`config.mk`:
```
export PLATFORM = sky130hd
export DESIGN_NAME = modbus_rtu_response_receiver_flat
export DESIGN_NICKNAME = d
export VERILOG_FILES = /design/src/rtl/core/mbrx_pkg.sv /design/src/rtl/core/mbrx_in_if.sv /design/src/rtl/core/mbrx_out_if.sv /design/src/rtl/core/modbus_rtu_response_receiver.sv /design/src/flat_wrapper.sv
export VERILOG_INCLUDE_DIRS = /design/src /design/src/rtl/core
export SDC_FILE = /design/constraint.sdc
export NUM_CORES = 1
export LEC_CHECK = 0
export ABC_CLOCK_PERIOD_IN_PS = 9240
export BUFFER_PORTS_ARGS = -buffer_cell sky130_fd_sc_hd__buf_4
export CORE_AREA = 2 2 151 153
export DETAILED_ROUTE_END_ITERATION = 12
export DIE_AREA = 0 0 153 155
export GPL_TIMING_DRIVEN = 0
export PLACE_DENSITY = 0.71
export SLEW_MARGIN = 20
export SYNTH_ARGS = -nofsm -noshare
export SYNTH_HDL_FRONTEND = slang
export SYNTH_SLANG_ARGS = --single-unit
```
`constraint.sdc`:
```
create_clock -name clk -period 9.24 [get_ports clk]
set_clock_uncertainty 0.1 [all_clocks]
set_input_delay 1.848 -clock clk [delete_from_list [all_inputs] [get_ports clk]]
set_output_delay 1.848 -clock clk [all_outputs]
set_load 0.02 [all_outputs]
```
`src/rtl/core/modbus_rtu_response_receiver_macros.svh`:
```
// ---------------------------------------------------------------------------
// Assertion macros for the Modbus RTU response receiver
// Concurrent checks clocked on clk, held off while rst_n is low.
// ---------------------------------------------------------------------------
`ifndef MODBUS_RTU_RESPONSE_RECEIVER_MACROS_SVH
`define MODBUS_RTU_RESPONSE_RECEIVER_MACROS_SVH

`ifndef ASSERT_OFF

// Property must hold at every clock edge out of reset.
`define MBRX_ASSERT(name, prop, msg) \
  name: assert property (@(posedge clk) disable iff (!rst_n) prop) \
    else $error(msg);

// Expression must never be true.
`define MBRX_NEVER(name, expr, msg) \
  `MBRX_ASSERT(name, !(expr), msg)

`else

`define MBRX_ASSERT(name, prop, msg)
`define MBRX_NEVER(name, expr, msg)

`endif

`endif

```
`src/rtl/core/mbrx_pkg.sv`:
```
`timescale 1ns / 1ps
// ---------------------------------------------------------------------------
// mbrx_pkg
// Shared constants, codes and the CRC-16/MODBUS byte update.
// ---------------------------------------------------------------------------
package mbrx_pkg;

  localparam int unsigned BYTE_W  = 8;
  localparam int unsigned TICK_W  = 32;
  localparam int unsigned GAP_W   = 16;
  localparam int unsigned KIND_W  = 2;
  localparam int unsigned CRC_W   = 16;
  localparam int unsigned CFG_IDX_W  = 2;
  localparam int unsigned CFG_DATA_W = 16;

  // Register indexes on the configuration port
  localparam logic [CFG_IDX_W-1:0] REG_GAP_TIMEOUT    = 2'd0;
  localparam logic [CFG_IDX_W-1:0] REG_ACK_DATA_BYTES = 2'd1;

  localparam logic [GAP_W-1:0]  GAP_TIMEOUT_RST    = 16'd20;
  localparam logic [BYTE_W-1:0] ACK_DATA_BYTES_RST = 8'd56;

  // Function codes accepted in a response
  localparam logic [BYTE_W-1:0] FC_READ_HOLDING = 8'h03;
  localparam logic [BYTE_W-1:0] FC_WRITE_SINGLE = 8'h06;
  localparam logic [BYTE_W-1:0] FC_WRITE_MULTI  = 8'h10;

  // Reported frame kinds
  localparam logic [KIND_W-1:0] KIND_READ      = 2'd0;
  localparam logic [KIND_W-1:0] KIND_WR_SINGLE = 2'd1;
  localparam logic [KIND_W-1:0] KIND_WR_MULTI  = 2'd2;

  localparam logic [BYTE_W-1:0] WRITE_ECHO_BYTES = 8'd4;

  localparam logic [CRC_W-1:0] CRC_INIT = 16'hFFFF;
  localparam logic [CRC_W-1:0] CRC_POLY = 16'hA001;  // reflected 0x8005

  // One byte through the reflected CRC, LSB first
  function automatic logic [CRC_W-1:0] crc16_update(input logic [CRC_W-1:0] crc,
                                                    input logic [BYTE_W-1:0] b);
    logic [CRC_W-1:0] c;
    c = crc ^ {8'h00, b};
    for (int i = 0; i < 8; i++) begin
      c = c[0] ? ((c >> 1) ^ CRC_POLY) : (c >> 1);
    end
    return c;
  endfunction

endpackage

```
`src/rtl/core/mbrx_in_if.sv`:
```
`timescale 1ns / 1ps
// ---------------------------------------------------------------------------
// mbrx_in_if
// Received byte channel: byte plus tick timestamp, valid/ready.
// ---------------------------------------------------------------------------
interface mbrx_in_if import mbrx_pkg::*; ();
  logic              valid;
  logic              ready;
  logic [BYTE_W-1:0] rx_byte;
  logic [TICK_W-1:0] now_ticks;

  modport source (output valid, output rx_byte, output now_ticks, input ready);
  modport sink   (input valid, input rx_byte, input now_ticks, output ready);
endinterface

```
`src/rtl/core/mbrx_out_if.sv`:
```
`timescale 1ns / 1ps
// ---------------------------------------------------------------------------
// mbrx_out_if
// Frame byte channel: accepted byte, position and frame status, valid/ready.
// ---------------------------------------------------------------------------
interface mbrx_out_if import mbrx_pkg::*; ();
  logic              valid;
  logic              ready;
  logic [BYTE_W-1:0] frame_byte;
  logic [BYTE_W-1:0] byte_index;
  logic [KIND_W-1:0] func_kind;
  logic              last_of_frame;
  logic              crc_ok;

  modport source (output valid, output frame_byte, output byte_index,
                  output func_kind, output last_of_frame, output crc_ok,
                  input ready);
  modport sink   (input valid, input frame_byte, input byte_index,
                  input func_kind, input last_of_frame, input crc_ok,
                  output ready);
endinterface

```
`src/rtl/core/modbus_rtu_response_receiver.sv`:
```
`timescale 1ns / 1ps
// ---------------------------------------------------------------------------
// modbus_rtu_response_receiver
// Frames Modbus RTU responses byte by byte and checks the CRC-16/MODBUS.
// ---------------------------------------------------------------------------
//  channel  dir  handshake      payload
//  in_ch    in   valid/ready    rx_byte[7:0], now_ticks[31:0]
//  out_ch   out  valid/ready    frame_byte, byte_index, func_kind,
//                               last_of_frame, crc_ok
//  cfg_*    in   cfg_we only    cfg_index[1:0], cfg_wdata[15:0]
//
//  One byte per cycle sustained while out_ch does not stall: input register, one
//  pass of framing logic and a byte-wide CRC update, then the result register.
//  A byte taken on in_ch passes the input register and then the result register
//  before it can transfer on out_ch.
//  Reset (synchronous, rst_n low) clears both stages and the framing state;
//  registers return to gap_timeout 20, ack_data_bytes 56.
//  A stall on out_ch holds the result register and then the input register;
//  in_ch.ready drops only when both are full and out_ch.ready is low.
// ---------------------------------------------------------------------------
`include "modbus_rtu_response_receiver_macros.svh"

module modbus_rtu_response_receiver
  import mbrx_pkg::*;
(
  input  logic                  clk,
  input  logic                  rst_n,
  mbrx_in_if.sink               in_ch,
  mbrx_out_if.source            out_ch,
  input  logic                  cfg_we,
  input  logic [CFG_IDX_W-1:0]  cfg_index,
  input  logic [CFG_DATA_W-1:0] cfg_wdata
);

  // Receive phase; the two unused codes fall back to waiting for an address
  typedef enum logic [2:0] {
    PH_ADDR  = 3'd0,
    PH_FUNC  = 3'd1,
    PH_READ  = 3'd2,
    PH_CRCL  = 3'd3,
    PH_CRCH  = 3'd4,
    PH_WRITE = 3'd5
  } phase_t;

  // Configuration registers
  logic [GAP_W-1:0]  gap_timeout_r;
  logic [BYTE_W-1:0] ack_data_bytes_r;

  // Input register stage
  logic              s1_valid_r;
  logic [BYTE_W-1:0] s1_byte_r;
  logic [TICK_W-1:0] s1_ticks_r;
  logic              s1_adv;
  logic              s1_fire;

  // Framing state
  phase_t            phase_r, phase_nxt;
  logic [BYTE_W-1:0] pos_r, pos_nxt;
  logic [BYTE_W-1:0] left_r, left_nxt;
  logic [TICK_W-1:0] last_time_r;
  logic [CRC_W-1:0]  crc_r, crc_nxt;
  logic [BYTE_W-1:0] crc_low_r, crc_low_nxt;
  logic [KIND_W-1:0] kind_r, kind_nxt;

  // Per-byte decisions
  logic [TICK_W-1:0] elapsed;
  logic              timeout;
  phase_t            eff_phase;
  logic [BYTE_W-1:0] base_pos;
  logic [CRC_W-1:0]  crc_step;
  logic              produce;
  logic              last_flag;
  logic              ok_flag;
  logic [KIND_W-1:0] kind_out;

  // Result register
  logic              out_valid_r;
  logic [BYTE_W-1:0] out_byte_r;
  logic [BYTE_W-1:0] out_index_r;
  logic [KIND_W-1:0] out_kind_r;
  logic              out_last_r;
  logic              out_ok_r;

  // Configuration writes; indexes off the list are ignored
  always_ff @(posedge clk) begin
    if (!rst_n) begin
      gap_timeout_r    <= GAP_TIMEOUT_RST;
      ack_data_bytes_r <= ACK_DATA_BYTES_RST;
    end else if (cfg_we) begin
      unique case (cfg_index)
        REG_GAP_TIMEOUT:    gap_timeout_r    <= cfg_wdata;
        REG_ACK_DATA_BYTES: ack_data_bytes_r <= cfg_wdata[BYTE_W-1:0];
        default: ;
      endcase
    end
  end

  // The input stage moves on whenever the result register is free or
  // being drained in this cycle.
  assign s1_adv      = !out_valid_r || out_ch.ready;
  assign s1_fire     = s1_valid_r && s1_adv;
  assign in_ch.ready = !s1_valid_r || s1_adv;

  always_ff @(posedge clk) begin
    if (!rst_n) begin
      s1_valid_r <= 1'b0;
    end else if (in_ch.ready) begin
      s1_valid_r <= in_ch.valid;
    end
  end

  always_ff @(posedge clk) begin
    if (in_ch.valid && in_ch.ready) begin
      s1_byte_r  <= in_ch.rx_byte;
      s1_ticks_r <= in_ch.now_ticks;
    end
  end

  // Gap since the last byte taken into a frame, modulo 2^32
  assign elapsed   = s1_ticks_r - last_time_r;
  assign timeout   = elapsed > {{(TICK_W-GAP_W){1'b0}}, gap_timeout_r};
  assign eff_phase = timeout ? PH_ADDR : phase_r;
  // an address byte always sits at position 0
  assign base_pos  = (eff_phase == PH_ADDR) ? '0 : pos_r;
  assign crc_step  = crc16_update((eff_phase == PH_ADDR) ? CRC_INIT : crc_r, s1_byte_r);

  always_comb begin
    phase_nxt   = eff_phase;
    pos_nxt     = base_pos;
    left_nxt    = left_r;
    crc_nxt     = crc_r;
    crc_low_nxt = crc_low_r;
    kind_nxt    = kind_r;
    produce     = 1'b1;
    last_flag   = 1'b0;
    ok_flag     = 1'b0;
    kind_out    = kind_r;

    unique case (eff_phase)
      PH_ADDR: begin
        if (s1_byte_r == '0) begin
          // broadcast / idle byte: not a response address
          produce = 1'b0;
        end else begin
          crc_nxt   = crc_step;
          kind_nxt  = KIND_READ;
          kind_out  = KIND_READ;
          phase_nxt = PH_FUNC;
        end
      end
      PH_FUNC: begin
        crc_nxt = crc_step;
        if (s1_byte_r == FC_READ_HOLDING) begin
          kind_nxt  = KIND_READ;
          left_nxt  = ack_data_bytes_r;
          phase_nxt = PH_READ;
        end else if (s1_byte_r == FC_WRITE_SINGLE || s1_byte_r == FC_WRITE_MULTI) begin
          kind_nxt  = (s1_byte_r == FC_WRITE_SINGLE) ? KIND_WR_SINGLE : KIND_WR_MULTI;
          left_nxt  = WRITE_ECHO_BYTES;
          phase_nxt = PH_WRITE;
        end else begin
          // unsupported code: dropped, still waiting for a function byte
          produce = 1'b0;
          crc_nxt = crc_r;
        end
        kind_out = kind_nxt;
      end
      PH_READ: begin
        // byte count plus data: one more byte than the register says
        if (left_r == '0) begin
          phase_nxt = PH_CRCL;
        end else begin
          left_nxt = left_r - 1'b1;
        end
        crc_nxt = crc_step;
      end
      PH_WRITE: begin
        left_nxt = left_r - 1'b1;
        if (left_nxt == '0) begin
          phase_nxt = PH_CRCL;
        end
        crc_nxt = crc_step;
      end
      PH_CRCL: begin
        crc_low_nxt = s1_byte_r;
        phase_nxt   = PH_CRCH;
      end
      PH_CRCH: begin
        last_flag = 1'b1;
        ok_flag   = (crc_low_r == crc_r[7:0]) && (s1_byte_r == crc_r[15:8]);
        phase_nxt = PH_ADDR;
      end
      default: begin
        phase_nxt = PH_ADDR;
        produce   = 1'b0;
      end
    endcase

    if (produce) begin
      pos_nxt = base_pos + 1'b1;
    end
  end

  // Framing state advances once per byte leaving the input stage
  always_ff @(posedge clk) begin
    if (!rst_n) begin
      phase_r     <= PH_ADDR;
      pos_r       <= '0;
      left_r      <= '0;
      last_time_r <= '0;
      crc_r       <= CRC_INIT;
      crc_low_r   <= '0;
      kind_r      <= KIND_READ;
    end else if (s1_fire) begin
      phase_r   <= phase_nxt;
      pos_r     <= pos_nxt;
      left_r    <= left_nxt;
      crc_r     <= crc_nxt;
      crc_low_r <= crc_low_nxt;
      kind_r    <= kind_nxt;
      if (produce) begin
        last_time_r <= s1_ticks_r;
      end
    end
  end

  // Result register: loaded when the input stage fires, cleared on transfer
  always_ff @(posedge clk) begin
    if (!rst_n) begin
      out_valid_r <= 1'b0;
    end else if (s1_fire) begin
      out_valid_r <= produce;
    end else if (out_ch.ready) begin
      out_valid_r <= 1'b0;
    end
  end

  always_ff @(posedge clk) begin
    if (s1_fire && produce) begin
      out_byte_r  <= s1_byte_r;
      out_index_r <= base_pos;
      out_kind_r  <= kind_out;
      out_last_r  <= last_flag;
      out_ok_r    <= ok_flag;
    end
  end

  assign out_ch.valid         = out_valid_r;
  assign out_ch.frame_byte    = out_byte_r;
  assign out_ch.byte_index    = out_index_r;
  assign out_ch.func_kind     = out_kind_r;
  assign out_ch.last_of_frame = out_last_r;
  assign out_ch.crc_ok        = out_ok_r;

  // A CRC verdict only ever rides on the closing byte
  `MBRX_NEVER(a_ok_only_on_last, out_ch.valid && out_ch.crc_ok && !out_ch.last_of_frame, "crc_ok without last_of_frame")
  // Reported kind is always a defined one
  `MBRX_NEVER(a_kind_defined, out_ch.valid && (out_ch.func_kind != KIND_READ) && (out_ch.func_kind != KIND_WR_SINGLE) && (out_ch.func_kind != KIND_WR_MULTI), "undefined func_kind")
  // The address byte (and any wrapped read index) carries the read kind
  `MBRX_NEVER(a_index0_kind, out_ch.valid && (out_ch.byte_index == '0) && (out_ch.func_kind != KIND_READ), "index 0 with write kind")
  // After the CRC high byte the receiver waits for a new address
  `MBRX_ASSERT(a_crch_to_addr, s1_fire && (eff_phase == PH_CRCH) |=> (phase_r == PH_ADDR), "phase not back to address")
  // A held input stage keeps its byte
  `MBRX_ASSERT(a_s1_hold, s1_valid_r && !s1_adv |=> s1_valid_r, "input stage lost a byte")

endmodule
```
`src/flat_wrapper.sv`:
```
// flat-port wrapper written by rule: the top's interface ports become plain ports
module modbus_rtu_response_receiver_flat import mbrx_pkg::*;
  (clk, rst_n, cfg_we, cfg_index, cfg_wdata, in_ch_valid, in_ch_rx_byte, in_ch_now_ticks, in_ch_ready, out_ch_valid, out_ch_frame_byte, out_ch_byte_index, out_ch_func_kind, out_ch_last_of_frame, out_ch_crc_ok, out_ch_ready);
  mbrx_in_if in_ch_i ();
  mbrx_out_if out_ch_i ();
  input  logic clk;
  input  logic rst_n;
  input  logic cfg_we;
  input  logic [CFG_IDX_W-1:0] cfg_index;
  input  logic [CFG_DATA_W-1:0] cfg_wdata;
  input wire logic [$bits(in_ch_i.valid)-1:0] in_ch_valid;
  input wire logic [$bits(in_ch_i.rx_byte)-1:0] in_ch_rx_byte;
  input wire logic [$bits(in_ch_i.now_ticks)-1:0] in_ch_now_ticks;
  output wire logic [$bits(in_ch_i.ready)-1:0] in_ch_ready;
  output wire logic [$bits(out_ch_i.valid)-1:0] out_ch_valid;
  output wire logic [$bits(out_ch_i.frame_byte)-1:0] out_ch_frame_byte;
  output wire logic [$bits(out_ch_i.byte_index)-1:0] out_ch_byte_index;
  output wire logic [$bits(out_ch_i.func_kind)-1:0] out_ch_func_kind;
  output wire logic [$bits(out_ch_i.last_of_frame)-1:0] out_ch_last_of_frame;
  output wire logic [$bits(out_ch_i.crc_ok)-1:0] out_ch_crc_ok;
  input wire logic [$bits(out_ch_i.ready)-1:0] out_ch_ready;
  assign in_ch_i.valid = in_ch_valid;
  assign in_ch_i.rx_byte = in_ch_rx_byte;
  assign in_ch_i.now_ticks = in_ch_now_ticks;
  assign in_ch_ready = in_ch_i.ready;
  assign out_ch_valid = out_ch_i.valid;
  assign out_ch_frame_byte = out_ch_i.frame_byte;
  assign out_ch_byte_index = out_ch_i.byte_index;
  assign out_ch_func_kind = out_ch_i.func_kind;
  assign out_ch_last_of_frame = out_ch_i.last_of_frame;
  assign out_ch_crc_ok = out_ch_i.crc_ok;
  assign out_ch_i.ready = out_ch_ready;
  modbus_rtu_response_receiver u_core (.clk(clk), .rst_n(rst_n), .in_ch(in_ch_i), .out_ch(out_ch_i), .cfg_we(cfg_we), .cfg_index(cfg_index), .cfg_wdata(cfg_wdata));
endmodule
```
==> impl_metrics.ini, run 1 <==
[clock_network]
cts.sinks = 163
clk_pin_slew_ns = 0.07
root_buffer = clkbuf_16
htreeDepth = 4
cts_setup_buffers = 0
cts_buffers = 17
cts_buffer_depth = 2
holdBufCountCts = 0
cts-resized-gates = 0
clkLatencyLatePin_ns = 0.44
cts_tree = built

[setup_path]
path_class = reg -> reg
ff2ff_setup_slack_ns = 2.71
worst_setup_path_start_kind = flop
cp_max_fo = 10
r2r_cells = 26
crit_path_max_incr_delay_ns = 0.47
cp_common_cell = ha_1
path_delay_family = simple AND/OR/NAND/NOR gates
arrival_ns = 6.75
cp.required_ns = 9.46
worstReg2RegEnd = u_core.pos_r[6]
path_buf_inv = 3
r2r-start = u_core.s1_ticks_r[0]
critical_path.slowest_cell = buf_1
worstSetupEndpointType = flop

[cells_and_area]
fillers = 2083
diodes = 0
drive_above_1_share_pct = 13.9
finalNonFillerCells = 1516
fin_nets = 1332
multi_input_area_mm2 = 0.00543
seqCellArea_mm2 = 0.00386
area_delta_synth_final_pct = 16.1

[die]
die_h_um = 155
die-area_mm2 = 0.0237
placement_rows = 55
ios = 85
initial_core_util_pct = 44.2
core_mm2 = 0.0222
die_w_um = 153

[route]
viasPerCell = 5.53
first_pass_iters = 5
dr_total_vias = 8384
wl_per_cell_um = 15.9
totalWireLength_mm = 24.1
drc_errors = 0
drtIter0Drc = 668
drtAntennaViolNets = 0

[synth]
async_flop_share_pct = 0
syn_inst = 1115
avgSynthCellArea_um2 = 8.81
yosys_warnings = 0
synth_seq_area_share_pct = 39.3
syn_area_mm2 = 0.00982
yosysUniqueCellTypes = 88
synth-edff-count = 60
ys_seq_elements = 163
synthFlopType = dfxtp_1
syn_nets = 1229

[global_routing]
antenna_found_initial = 0
grt_pass1_wl_mm = 39.3
track_usage_pct = 20.4
grt_max_degree = 30
grt.overflow.total = 0
grt_pass1_vias = 8003

[sta]
grt_setup_unrepaired = false
max_freq_mhz = 153
min_period_over_period_pct = 70.7
setup_viol = 0
slew_viol_final = 0
period_minus_slack_ns = 6.53
worst-slew-pin-transition_ns = 1.07
hold_viol = 0
tns_ns = 0
slew_headroom_pct = 28.2

[placement]
place_hpwl_mm = 18.4
portBuffers = 83
post-place-cells = 1484
place.gp.congestion = 0.945

[power]
p_leak_nw = 4.25
peakVddDrop_mv = 0.107
p_per_area_mw_per_mm2 = 164

[min_path]
hp-start = u_core.s1_byte_r[3]
hold_class = reg -> reg
hold-path-cell-count = 0
hold_end = u_core.out_ch.frame_byte[3]

[run_status]
status = completed

[job]
maxCapViolCount = 0
==> worst max path at each step <==
stage                    startpoint         endpoint  cells after the start
3_5_place_dp   u_core.s1_ticks_r[0]  u_core.pos_r[6]                     26
6_report       u_core.s1_ticks_r[0]  u_core.pos_r[6]                     26
2_1_floorplan  u_core.s1_ticks_r[0]  u_core.pos_r[6]                     26
5_1_grt        u_core.s1_ticks_r[9]  u_core.pos_r[6]                     23
3_3_place_gp   u_core.s1_ticks_r[9]  u_core.pos_r[6]                     23
4_1_cts        u_core.s1_ticks_r[0]  u_core.pos_r[6]                     26
==> metrics by stage <==
step           hold slack, ns  setup slack, ns  utilization [%]  power [mW]  area, um^2
2_1_floorplan           0.324             4.14                -        1.07        9820
3_3_place_gp            0.329             2.90             48.6        1.17       10800
3_5_place_dp            0.332             2.79             48.7        1.18       10800
4_1_cts                 0.348             2.75             51.3        1.88       11400
5_1_grt                 0.352             2.30             51.3        1.95       11400
6_report                0.350             2.71             51.3        1.87       11400
==> registers in the layout (all words and copies together), names as in the netlist <==
name,count
u_core.out_ch.func_kind,2
u_core.s1_ticks_r,32
u_core.out_ch.crc_ok,1
u_core.out_ch.last_of_frame,1
u_core.ack_data_bytes_r,8
u_core.crc_r,16
u_core.s1_valid_r,1
u_core.out_ch.frame_byte,8
u_core.last_time_r,32
u_core.pos_r,8
u_core.out_ch.valid,1
u_core.s1_byte_r,8
u_core.gap_timeout_r,16
u_core.left_r,8
u_core.crc_low_r,8
u_core.kind_r,2
u_core.out_ch.byte_index,8
u_core.phase_r,3
==> power breakdown <==
group | internal [mW] | switching, mW
combinational | 0.154 | 0.214
sequential | 0.776 | 0.0190
clock | 0.380 | 0.324
total | 1.31 | 0.557
==> cell usage after synthesis, types with 9 or more instances <==
cell,n,share of area [%]
clkbuf_1,36,1.4
edfxtp_1,60,18
nand3_1,14,0.71
inv_1,61,2.3
a21o_1,10,0.76
and2_1,11,0.70
nand2b_1,12,0.76
o211ai_1,18,1.4
nor2_1,104,4.0
a21oi_1,91,4.6
o21ai_0,51,2.6
nand4_1,19,1.2
buf_2,13,0.66
mux2i_1,45,4.6
or3_1,9,0.57
xor2_1,30,2.7
nor3_1,38,1.9
ha_1,50,6.4
nor2b_1,12,0.76
xnor2_1,43,3.8
dfxtp_1,103,21
nand2_1,131,5.0
==> worst reg2reg max path, stage by stage (launching register included) <==
cell and delay [ns]:
edfxtp_1 0.39, inv_1 0.06, ha_1 0.21, fa_1 0.40, nand2b_1 0.19, a21oi_1 0.27
nor2_1 0.12, o21ai_0 0.31, a21o_1 0.17, a21oi_1 0.07, xnor2_1 0.18, ha_1 0.26
nand4_1 0.12, nor4_1 0.07, a221o_1 0.32, a2bb2oi_1 0.21, nor4_4 0.24, nand4_4 0.22
nor3_1 0.39, clkbuf_1 0.43, buf_1 0.48, and2_1 0.29, ha_1 0.24, nand2_1 0.09
nor4_1 0.35, xor2_1 0.18, nor2_1 0.05
==> layer usage <==
metal,wire [um],track usage [%],up-vias,part of all wire [%]
met5,0,0,-,0
met4,555,7.36,0,2.3
met3,794,3.04,47,3.3
met2,12200,36.7,173,51
met1,10600,24.8,3980,44
li1,-,-,4184,-
==> cell families after synthesis <==
logic type,synth area share [%]
simple gates,19.9
compound gates,17.3
flops,39.3
buf+inv,5.33
xor+xnor,6.74
fa+ha+maj,6.57
mux,4.82
==> layout by cell type, fill, tap and decap left out, types with 6 or more instances in the layout <==
cell / instances
a211oi_1: 6
a21o_1: 10
a21oi_1: 91
a22oi_1: 6
a31oi_1: 6
and2_1: 10
buf_2: 13
buf_4: 85
buf_6: 6
clkbuf_1: 37
clkbuf_16: 17
dfxtp_1: 103
edfxtp_1: 60
ha_1: 50
inv_1: 61
mux2i_1: 45
nand2_1: 131
nand2b_1: 12
nand3_1: 14
nand4_1: 19
nor2_1: 104
nor2b_1: 12
nor3_1: 38
nor4_1: 6
o211ai_1: 18
o21a_1: 7
o21ai_0: 51
or3_1: 9
xnor2_1: 43
xor2_1: 30
==> area by class of cell <==
cell class	instances	share of cell area [%]
plain buffers	59	2.55
clock buffers	18	3.77
clock inverters	14	1.30
inverters	62	2.04
multi-input cells	831	47.7
flip-flops and latches	163	33.9
well taps	285	3.13
repair buffers	84	5.64
Note: power is estimated with default switching activity, not from simulation.
==> inputs of run 2 (changes only) <==
--- a/config.mk
+++ b/config.mk
@@ -6,7 +6,7 @@
 export SDC_FILE = /design/constraint.sdc
 export NUM_CORES = 1
 export LEC_CHECK = 0
-export ABC_CLOCK_PERIOD_IN_PS = 9240
+export ABC_CLOCK_PERIOD_IN_PS = 6400
 export BUFFER_PORTS_ARGS = -buffer_cell sky130_fd_sc_hd__buf_4
 export CORE_AREA = 2 2 151 153
 export DETAILED_ROUTE_END_ITERATION = 12
==> constraint.sdc (replaced) <==
create_clock -name clk -period 6.4 [get_ports clk]
set_clock_uncertainty 0.1 [all_clocks]
set_input_delay 1.28 -clock clk [delete_from_list [all_inputs] [get_ports clk]]
set_output_delay 1.28 -clock clk [all_outputs]
set_load 0.02 [all_outputs]
==> impl_metrics.ini, run 2 (synthesis gave the netlist of run 1 again) <==
[run_status]
status = completed

[sta]
grt_setup_unrepaired = false
tns_ns = 0
hold_viol = 0
min_period_over_period_pct = 94.5
period_minus_slack_ns = 6.05
fin_ws_ns = 0.349
slew_viol_final = 0
worst-slew-pin-transition_ns = 1.07
setup_viol = 0
slew_headroom_pct = 28.4
max_freq_mhz = 165

[die]
die_h_um = 155
placement_rows = 55
ios = 85
die_w_um = 153
die-area_mm2 = 0.0237
core_mm2 = 0.0222
initial_core_util_pct = 44.2

[cells_and_area]
drive_above_1_share_pct = 14.2
top_regs = u_core.last_time_r: 32 flops, u_core.s1_ticks_r: 32 flops
seqCellArea_mm2 = 0.00386
fillers = 2081
final_common_cell = nand2_1
layout_common_cells = nand2_1, nor2_1, dfxtp_1
multi_input_area_mm2 = 0.00545
diodes = 0
fin_nets = 1332
area_delta_synth_final_pct = 16.2

[setup_path]
cp.required_ns = 6.61
arrival_ns = 6.27
worstReg2RegEnd = u_core.pos_r[6]
ff2ff_setup_slack_ns = 0.35
cp_common_cell = ha_1
worstSetupEndpointType = flop
crit_path_max_incr_delay_ns = 0.40
critical_path.slowest_cell = fa_1
worst_setup_path_start_kind = flop
r2r-start = u_core.s1_ticks_r[0]
path_class = reg -> reg
r2r_cells = 26
cp_max_fo = 10

[min_path]
hold_class = reg -> reg
hp-start = u_core.s1_byte_r[3]
hold-path-cell-count = 0
hold_end = u_core.out_ch.frame_byte[3]

[placement]
portBuffers = 83
place_hpwl_mm = 18.4
place_ws_ns = -0.0485
place.gp.congestion = 0.945

[route]
viasPerCell = 5.51
drc_errors = 0
drtIter0Drc = 664
totalWireLength_mm = 24.1
dr_total_vias = 8346
wl_per_cell_um = 15.9
drtAntennaViolNets = 0
first_pass_iters = 6

[clock_network]
cts_buffer_depth = 2
clk_pin_slew_ns = 0.07
cts.sinks = 163
cts_tree = built
root_buffer = clkbuf_16
htreeDepth = 4
clkLatencyLatePin_ns = 0.44
cts_buffers = 17
holdBufCountCts = 0
cts_setup_buffers = 0

[power]
p_per_area_mw_per_mm2 = 236
peakVddDrop_mv = 0.156
p_leak_nw = 4.25

[global_routing]
grt.overflow.total = 0
grt_pass1_wl_mm = 39.3
grt_max_degree = 30
antenna_found_initial = 0
track_usage_pct = 20.4
grt_pass1_vias = 8003

[job]
maxCapViolCount = 0
-- run 2: how the worst max path moves through the flow --
stage                            to  slack (ns)            startpoint
finish              u_core.pos_r[6]        0.35  u_core.s1_ticks_r[0]
global route        u_core.pos_r[6]        0.04  u_core.s1_ticks_r[0]
CTS                 u_core.pos_r[6]        0.10  u_core.s1_ticks_r[0]
detailed placement  u_core.pos_r[6]       -0.05  u_core.s1_ticks_r[0]
global placement    u_core.pos_r[6]        0.06  u_core.s1_ticks_r[9]
floorplan           u_core.pos_r[6]        1.30  u_core.s1_ticks_r[0]
-- run 2: repair_timing --
action / CTS / global route
gates cloned: 0 / 0
gates resized for setup: 1 / 5
setup endpoints to repair: 1 / 2
-- run 2: final cells by class --
type	instances	area share (%)
Timing Repair Buffer	84	5.64
Tap cell	285	3.13
Inverter	62	2.04
Clock inverter	14	1.29
Multi-Input combinational cell	831	47.7
Sequential cell	163	33.9
Buffer	59	2.57
Clock buffer	18	3.76
-- run 2: worst max-delay path, delay by kind of cell (launching register included) --
family / cells / cell delay (ns)
AND/OR/NAND/NOR: 11 / 1.95
AO/OA/AOI/OAI: 6 / 1.34
adder cells (fa/ha/maj): 4 / 1.11
buffers and inverters: 3 / 0.65
flip-flops: 1 / 0.39
XOR/XNOR: 2 / 0.36
-- run 2: metal layers --
layer	part of all wire, %	GRT usage, %	up-vias
li1	-	-	4187
met5	0	0	-
met4	2.4	7.36	0
met2	51	36.7	164
met3	3.1	3.04	49
met1	44	24.8	3946
-- run 2: report_power, final --
group	internal (mW)	total, mW	switching (mW)
registers	1.12	1.15	0.0273
logic	0.222	0.532	0.309
clock network	0.549	1.02	0.469
-- run 2: stage by stage --
| step | instance area, um^2 | cells | total power, mW | hold slack (ns) | utilization, % |
|---|---|---|---|---|---|
| 2_1_floorplan | 9820 | 1115 | 1.55 | 0.324 | - |
| 3_3_place_gp | 10800 | 1483 | 1.69 | 0.329 | 48.6 |
| 3_5_place_dp | 10800 | 1484 | 1.70 | 0.332 | 48.7 |
| 4_1_cts | 11400 | 1516 | 2.71 | 0.348 | 51.3 |
| 5_1_grt | 11400 | 1516 | 2.81 | 0.352 | 51.3 |
| 6_report | 11400 | 1516 | 2.70 | 0.350 | 51.3 |
